<file path="src/pec_pkg.sv">
`default_nettype none
package pec_pkg;

  typedef enum logic [4:0] {
    ST_IDLE, ST_SEL, ST_EDGE, ST_ADV, ST_B, ST_DOT1, ST_DOT2, ST_DOT3, ST_SWAP,
    ST_R, ST_NUM1, ST_NUM2, ST_NUM3, ST_DEN1, ST_DEN2, ST_DEN3, ST_NORM, ST_TSEL,
    ST_DIV, ST_PT1, ST_PT2, ST_PT3, ST_IN0, ST_IN1, ST_IN2, ST_IN3, ST_IN4, ST_FIN
  } state_t;

  typedef enum logic [2:0] {
    MS_DX_BX, MS_DY_BY, MS_RY_BX, MS_RX_BY, MS_DX_BY, MS_DY_BX, MS_DX_T, MS_DY_T
  } mul_sel_t;

  typedef enum logic [1:0] {ACC_HOLD, ACC_LOAD, ACC_ADD, ACC_SUB} acc_op_t;

  localparam logic CMD_INTERIOR = 1'b0;
  localparam logic CMD_BORDER   = 1'b1;

  localparam logic [1:0] CODE_NONE  = 2'd0;
  localparam logic [1:0] CODE_END   = 2'd1;
  localparam logic [1:0] CODE_START = 2'd2;
  localparam logic [1:0] CODE_BOTH  = 2'd3;

  localparam int unsigned CFG_IDX_W = 4;
  localparam logic [CFG_IDX_W-1:0] REG_C0X = 4'd0;
  localparam logic [CFG_IDX_W-1:0] REG_C0Y = 4'd1;
  localparam logic [CFG_IDX_W-1:0] REG_C1X = 4'd2;
  localparam logic [CFG_IDX_W-1:0] REG_C1Y = 4'd3;
  localparam logic [CFG_IDX_W-1:0] REG_C2X = 4'd4;
  localparam logic [CFG_IDX_W-1:0] REG_C2Y = 4'd5;
  localparam logic [CFG_IDX_W-1:0] REG_C3X = 4'd6;
  localparam logic [CFG_IDX_W-1:0] REG_C3Y = 4'd7;

  typedef struct packed {
    logic     load_in;
    logic     border_sel;
    logic     clip_set;
    logic     code_clear;
    logic     edge_inc;
    logic     ld_b;
    logic     b_test;
    logic     ld_d;
    logic     swap;
    logic     ld_r_base;
    logic     ld_r_pt;
    logic     num_ld;
    logic     den_ld;
    logic     norm;
    logic     t_sel;
    logic     div_step;
    logic     pt_x;
    logic     pt_y;
    logic     tidx_clr;
    logic     mask_bit;
    logic     publish;
    mul_sel_t mul_sel;
    acc_op_t  acc_op;
  } ctl_cmd_t;

  typedef struct packed {
    logic cmd_border;
    logic border_ok;
    logic any_both_out;
    logic cross_bit;
    logic both_out_bit;
    logic diff_bit;
    logic code_both;
    logic need_div;
    logic div_last;
    logic tidx_last;
    logic edge_last;
  } dp_stat_t;

endpackage
`default_nettype wire

</file>
<file path="src/pec_ctrl.sv">
`default_nettype none
module pec_ctrl (
  input  wire logic              clk,
  input  wire logic              rst,
  input  wire logic              in_valid,
  output logic                   in_stall,
  output logic                   out_valid,
  input  wire logic              out_stall,
  input  wire pec_pkg::dp_stat_t stat,
  output pec_pkg::ctl_cmd_t      cmd
);

  pec_pkg::state_t state, state_next;
  logic out_valid_next;

  always_ff @(posedge clk) begin
    if (rst) begin
      state     <= pec_pkg::ST_IDLE;
      out_valid <= 1'b0;
    end else begin
      state     <= state_next;
      out_valid <= out_valid_next;
    end
  end

  assign in_stall = (state != pec_pkg::ST_IDLE);

  always_comb begin
    state_next  = state;
    cmd         = '0;
    cmd.mul_sel = pec_pkg::MS_DX_BX;
    cmd.acc_op  = pec_pkg::ACC_HOLD;
    case (state)
      pec_pkg::ST_IDLE: begin
        if (in_valid) begin
          cmd.load_in = 1'b1;
          state_next  = pec_pkg::ST_SEL;
        end
      end
      pec_pkg::ST_SEL: begin
        if (stat.cmd_border) begin
          if (stat.border_ok) begin
            cmd.border_sel = 1'b1;
            state_next     = pec_pkg::ST_B;
          end else begin
            state_next = pec_pkg::ST_FIN;
          end
        end else if (stat.any_both_out) begin
          state_next = pec_pkg::ST_FIN;
        end else begin
          state_next = pec_pkg::ST_EDGE;
        end
      end
      pec_pkg::ST_EDGE: begin
        if (!stat.cross_bit) begin
          state_next = pec_pkg::ST_ADV;
        end else if (!stat.code_both && stat.both_out_bit) begin
          cmd.code_clear = 1'b1;
          state_next     = pec_pkg::ST_FIN;
        end else if (stat.diff_bit) begin
          cmd.clip_set = 1'b1;
          state_next   = pec_pkg::ST_B;
        end else begin
          state_next = pec_pkg::ST_ADV;
        end
      end
      pec_pkg::ST_ADV: begin
        if (stat.edge_last) begin
          state_next = pec_pkg::ST_FIN;
        end else begin
          cmd.edge_inc = 1'b1;
          state_next   = pec_pkg::ST_EDGE;
        end
      end
      pec_pkg::ST_B: begin
        cmd.ld_b   = 1'b1;
        cmd.ld_d   = 1'b1;
        state_next = pec_pkg::ST_DOT1;
      end
      pec_pkg::ST_DOT1: begin
        cmd.mul_sel = pec_pkg::MS_DX_BX;
        state_next  = pec_pkg::ST_DOT2;
      end
      pec_pkg::ST_DOT2: begin
        cmd.acc_op  = pec_pkg::ACC_LOAD;
        cmd.mul_sel = pec_pkg::MS_DY_BY;
        state_next  = pec_pkg::ST_DOT3;
      end
      pec_pkg::ST_DOT3: begin
        cmd.acc_op = pec_pkg::ACC_ADD;
        state_next = pec_pkg::ST_SWAP;
      end
      pec_pkg::ST_SWAP: begin
        cmd.swap   = 1'b1;
        state_next = pec_pkg::ST_R;
      end
      pec_pkg::ST_R: begin
        cmd.ld_r_base = 1'b1;
        state_next    = pec_pkg::ST_NUM1;
      end
      pec_pkg::ST_NUM1: begin
        cmd.mul_sel = pec_pkg::MS_RY_BX;
        state_next  = pec_pkg::ST_NUM2;
      end
      pec_pkg::ST_NUM2: begin
        cmd.acc_op  = pec_pkg::ACC_LOAD;
        cmd.mul_sel = pec_pkg::MS_RX_BY;
        state_next  = pec_pkg::ST_NUM3;
      end
      pec_pkg::ST_NUM3: begin
        cmd.acc_op  = pec_pkg::ACC_SUB;
        cmd.mul_sel = pec_pkg::MS_DX_BY;
        state_next  = pec_pkg::ST_DEN1;
      end
      pec_pkg::ST_DEN1: begin
        cmd.num_ld  = 1'b1;
        cmd.acc_op  = pec_pkg::ACC_LOAD;
        cmd.mul_sel = pec_pkg::MS_DY_BX;
        state_next  = pec_pkg::ST_DEN2;
      end
      pec_pkg::ST_DEN2: begin
        cmd.acc_op = pec_pkg::ACC_SUB;
        state_next = pec_pkg::ST_DEN3;
      end
      pec_pkg::ST_DEN3: begin
        cmd.den_ld = 1'b1;
        state_next = pec_pkg::ST_NORM;
      end
      pec_pkg::ST_NORM: begin
        cmd.norm   = 1'b1;
        state_next = pec_pkg::ST_TSEL;
      end
      pec_pkg::ST_TSEL: begin
        cmd.t_sel  = 1'b1;
        state_next = stat.need_div ? pec_pkg::ST_DIV : pec_pkg::ST_PT1;
      end
      pec_pkg::ST_DIV: begin
        cmd.div_step = 1'b1;
        if (stat.div_last) begin
          state_next = pec_pkg::ST_PT1;
        end
      end
      pec_pkg::ST_PT1: begin
        cmd.mul_sel = pec_pkg::MS_DX_T;
        state_next  = pec_pkg::ST_PT2;
      end
      pec_pkg::ST_PT2: begin
        cmd.pt_x    = 1'b1;
        cmd.mul_sel = pec_pkg::MS_DY_T;
        state_next  = pec_pkg::ST_PT3;
      end
      pec_pkg::ST_PT3: begin
        cmd.pt_y = 1'b1;
        if (stat.cmd_border) begin
          state_next = pec_pkg::ST_FIN;
        end else begin
          cmd.tidx_clr = 1'b1;
          state_next   = pec_pkg::ST_IN0;
        end
      end
      pec_pkg::ST_IN0: begin
        cmd.ld_b    = 1'b1;
        cmd.b_test  = 1'b1;
        cmd.ld_r_pt = 1'b1;
        state_next  = pec_pkg::ST_IN1;
      end
      pec_pkg::ST_IN1: begin
        cmd.mul_sel = pec_pkg::MS_RY_BX;
        state_next  = pec_pkg::ST_IN2;
      end
      pec_pkg::ST_IN2: begin
        cmd.acc_op  = pec_pkg::ACC_LOAD;
        cmd.mul_sel = pec_pkg::MS_RX_BY;
        state_next  = pec_pkg::ST_IN3;
      end
      pec_pkg::ST_IN3: begin
        cmd.acc_op = pec_pkg::ACC_SUB;
        state_next = pec_pkg::ST_IN4;
      end
      pec_pkg::ST_IN4: begin
        cmd.mask_bit = 1'b1;
        state_next   = stat.tidx_last ? pec_pkg::ST_ADV : pec_pkg::ST_IN0;
      end
      pec_pkg::ST_FIN: begin
        if (!out_valid || !out_stall) begin
          cmd.publish = 1'b1;
          state_next  = pec_pkg::ST_IDLE;
        end
      end
      default: begin
        state_next = pec_pkg::ST_IDLE;
      end
    endcase
  end

  always_comb begin
    if (cmd.publish) begin
      out_valid_next = 1'b1;
    end else if (out_valid && !out_stall) begin
      out_valid_next = 1'b0;
    end else begin
      out_valid_next = out_valid;
    end
  end

endmodule
`default_nettype wire

</file>
<file path="config.mk">
export PLATFORM = sky130hd
export DESIGN_NAME = pec_ctrl
export DESIGN_NICKNAME = d
export VERILOG_FILES = /design/src/pec_pkg.sv /design/src/pec_ctrl.sv
export SDC_FILE = /design/constraint.sdc
export NUM_CORES = 1
export LEC_CHECK = 0
export BUFFER_PORTS_ARGS = -buffer_cell sky130_fd_sc_hd__buf_2
export CAP_MARGIN = 20
export CORE_UTILIZATION = 46
export DETAILED_ROUTE_END_ITERATION = 8
export PLACE_DENSITY = 0.79
export SLEW_MARGIN = 30
export SYNTH_ARGS = -nofsm -noshare
export SYNTH_HDL_FRONTEND = slang
export SYNTH_SLANG_ARGS = --single-unit
</file>
<file path="constraint.sdc">
create_clock -name clk -period 2 [get_ports clk]
set_input_delay 0.1 -clock clk [delete_from_list [all_inputs] [get_ports clk]]
set_output_delay 0.1 -clock clk [all_outputs]
set_load 0.05 [all_outputs]
</file>
Yosys cells after proc, flatten, opt, wreduce, memory -nomap -nowiden
Index checks and enable logic that the tools add are counted.
- bits in registers: 6
- bits in read-only memories: 0
- bits in writable memories: 0
- logic and storage cells: 93
- latch bits: 0
- input bits: 15
- output and inout port bits: 28
- memories kept: 0
- order comparisons: 0
- muxes and demuxes: 46
- multipliers: 0
- divide/modulo/power cells: 0
- reduce and logical (&&, ||, !) cells: 15
- eq/ne operators: 30
- bitwise gates (word level): 0
- shift-type cells: 0
- add/subtract/negate cells: 0
- operators by type and width (cell ; count):
    case mux 5 bit (28 select lines) ; 1
    == test 5 bit, second input constant ; 12
    2-to-1 mux 5 bit ; 10
    == test 5 x 4 -> 1 bit, second input constant ; 8
    2-to-1 mux 1 bit ; 28
    case mux 3 bit (7 select lines) ; 1
    == test 5 x 3 -> 1 bit, second input constant ; 4
    == test 5 x 2 -> 1 bit, second input constant ; 2
    2-to-1 mux 2 bit ; 3
    inequality test 2 bit, second input constant ; 3
    case mux 2 bit (3 select lines) ; 1
    OR reduction 2 bit ; 3
    == test 5 x 1 -> 1 bit, second input constant ; 1
    zero test 5 bit ; 1
    nonzero test 5 bit ; 1
    2-to-1 mux 4 bit ; 1
    OR reduction 4 bit ; 1
    zero test 1 bit ; 3
    2-to-1 mux 3 bit ; 1
    AND reduction 3 bit ; 1
    OR reduction 3 bit ; 1
    logical AND 1 bit ; 2
    nonzero test 2 bit ; 1
    logical OR 1 bit ; 1

Depth between registers and ports, before layout
- depth in word-level cells: 5
- depth in mapped cells: 6
- depth with buffers taken out: 4

Worst setup path before layout
OpenSTA, ideal clock, no wires.
- path type: register -> output
- from: reg state[2]
- to: out cmd[2] in the netlist's numbering
- required time: 1900 ps
- data arrival time: 2000 ps
- cell stages (with the launch flop): 5
- path buffers: 2
- slack: -100 ps
- path through: dfxtp_1 -> buf_2 -> buf_2 -> xnor2_1 -> o32ai_1
- RTL lines (item ; line ; source):
    start: declaration ; pec_ctrl.sv:13 ; pec_pkg::state_t state, state_next;
    start signal: assignment ; pec_ctrl.sv:18 ; state <= pec_pkg::ST_IDLE;
    start signal: assignment ; pec_ctrl.sv:21 ; state <= state_next;
    end: declaration ; pec_ctrl.sv:10 ; output pec_pkg::ctl_cmd_t cmd

==> impl_metrics.ini <==
[status]
status = finished, final reports clean

[placed_design]
dp_hpwl_mm = 2.31
placed_area_mm2 = 0.00119
portBuffers = 42
preCtsSetupSlack_ns = 0.267
gp_congestion = 0.923

[layout]
drive_gt1_share_pct = 38.0
final_common_cell = buf_2
antenna_cells = 0
area_growth_pct = 30.3
fin_area_mm2 = 0.00122
fill_cells = 185
nNetsFinal = 204
final_cell_mix = buf_2, nor2_1, nand2_1, a21oi_1, buf_4

[timing]
grt_setup_unrepaired = no
tightest_slew_ns = 0.419
setup_slack_ns = 0.134
setup_tns_ns = 0
slew_headroom_pct = 72.1
fin_crit_ns = 1.87
drv_slew = 0
fin_skew_ns = 0.00320
timing.final.crit_share_pct = 93.3
setup_violations = 0
fmax_ghz = 0.536
hold_violations = 0

[detailed_routing]
wirelength_mm = 3.05
drt_iter0_drc = 63
wl_per_cell_um = 14.4
firstDrtPassIters = 4
final_antenna_net_count = 0
viasPerCell = 6.20
vias = 1315
drcViolationCount = 0

[global_routing]
grt_overflow = 0
grt_usage_pct = 28.9
grt_pass1_vias = 1041
antenna_found_initial = 0
grt_first_pass_wirelength_mm = 4.63
grt_max_degree = 22

[cts]
clkSlewWorstSetupHoldPaths_ns = 0.05
cts_tree = done
cts-root-buf = clkbuf_4
numCtsBuffers = 3
clock_latency_ns = 0.25
hold_buffers = 0
numClockSinks = 6
htreeDepth = 1
cts_buffer_depth = 2

[pwr]
power-per-cell-area_mw_per_mm2 = 1560
finalPower_mw = 1.91
vdd_ir_drop_max_mv = 1.30
leakagePower_nw = 0.518

[yosys]
synth_ff_type = dfxtp_1
synth.mux.area_fraction_pct = 0
synth_seq_area_share_pct = 12.8
yosysTopAreaCell = dfxtp_1
synth-async-reset-ratio_pct = 0
netlist_area_um2 = 938
ys_types = 45
ys_warn_count = 0
yosys.area.top_type_share_pct = 12.8
yosys-top-cells-area = dfxtp_1, a21oi_1, nand2b_1
ys_ff_latch = 6
postSynthAreaPerCell_um2 = 6.47
synth-edff-count = 0
synth_fp_nets = 160
synth_fa_ha_area_share_pct = 0
syn_inst = 145
synth_top_family_by_area = simple AND/OR/NAND/NOR gates
synth_xor_area_share_pct = 1.87
synth-compound-area-share_pct = 34.8
synthSimpleGateAreaFrac_pct = 39.7

[critical_path]
crit_buf_inv = 1
cp-startpoint = state[2]
crit_path_end_kind = output port
reg2regPathDepth = 5
cp.arrival_ns = 1.77
cp_slowest_cell = dfxtp_2
r2r-start = state[3]
cp-start-kind = flop
crit_chain = nand2b_1, or2_1, a311o_1, o21ai_1, buf_2
critPathMaxFanout = 12
worstPathRequired_ns = 1.90
r2r-end = state[0]
crit_family = simple AND/OR/NAND/NOR gates
critPathKind = flop to output port
slowest_delay_ns = 0.38
reg2reg_slack_ns = 0.36

[floorplanning]
start_util_pct = 51.5
design.die.area_mm2 = 0.00222
die_h_um = 47.2
pin_count = 43
core_area_mm2 = 0.00182
die_x_um = 47.2
fp-row-count = 15

[worst_hold_path]
hold_depth = 2
hold_class = primary input to flop
holdPathEnd = state[4]
min_from = rst

[flow_run]
drv_cap = 0
[flip-flops by register name (all words and copies together) (netlist names)]
name and flops:
state 5, out_valid 1
[power by group]
group          switching, mW  leakage, nW  internal [mW]
logic                   1.00        0.454          0.483
registers              0.135       0.0506          0.170
clock network         0.0516       0.0138         0.0684
[metrics by stage]
step | utilization, % | hold slack, ns | cells
after floorplan | - | 0.169 | 145
after global placement | 65.5 | 0.360 | 209
final | 67.1 | 0.0956 | 212
after global routing | 67.1 | 0.114 | 212
after detailed placement | 65.5 | 0.362 | 209
after CTS | 66.8 | 0.0952 | 212
[routing by layer]
layer | vias up | share of wire, % | wire (um) | GRT usage, %
met5 | - | 0 | 0 | 0
met1 | 585 | 43 | 1320 | 38.6
met3 | 10 | 9.1 | 276 | 3.46
met4 | 0 | 1.8 | 55 | 3.43
met2 | 97 | 46 | 1390 | 51.1
li1 | 623 | - | - | -
[cell usage after synthesis, types with 2 or more instances]
master,number
o21a_1,4
inv_2,2
or2_1,2
a311oi_1,2
nand3b_1,2
o22ai_1,3
buf_2,6
or3_1,3
buf_4,5
a211o_1,2
a21oi_1,12
nand3_1,4
buf_6,2
dfxtp_1,6
o21ai_1,5
a22oi_1,2
nor3_1,9
nor2b_1,4
and3_1,2
nand2_1,12
nand2b_1,9
a31oi_1,2
nor2_1,14
o21ai_0,9
o32ai_1,2
[cell families (layout without fill, tap and decap cells)]
family | after synthesis | in the layout
AND/OR/NAND/NOR | 70 | 70
AO/OA/AOI/OAI | 51 | 51
buffers and inverters | 16 | 58
flip-flops | 6 | 6
XOR/XNOR | 2 | 2
[cell type report]
cell class / count / area [um^2] / area share (%)
multi-input combinational: 123 / 744 / 60.9
tap: 25 / 31.3 / 2.56
sequential: 6 / 125 / 10.2
inverter: 3 / 11.3 / 0.921
clock buffer: 3 / 22.5 / 1.84
timing repair buffer: 52 / 288 / 23.5
[worst register-to-register path, delay by kind of cell (launching register included)]
kind                   cells  cell delay, ns
buffers and inverters      1            0.22
DFF                        1            0.41
and+or+nand+nor            2            0.28
AOI/OAI and AO/OA          2            0.59
[how the worst max path moves through the flow]
stage,depth (start not counted),endpoint
final,5,cmd[0]
after detailed placement,5,cmd[1]
after floorplan,3,cmd[21]
after CTS,5,cmd[0]
after global placement,5,cmd[1]
after global routing,5,cmd[0]
[timing repair]
action | CTS | global route
setup buffers | 0 | 0
pin swaps | 0 | 0
gates resized for setup | 1 | 4
endpoints found under the setup margin | 1 | 7
cloned | 0 | 0
No activity file was read; power rests on OpenSTA's default activity.
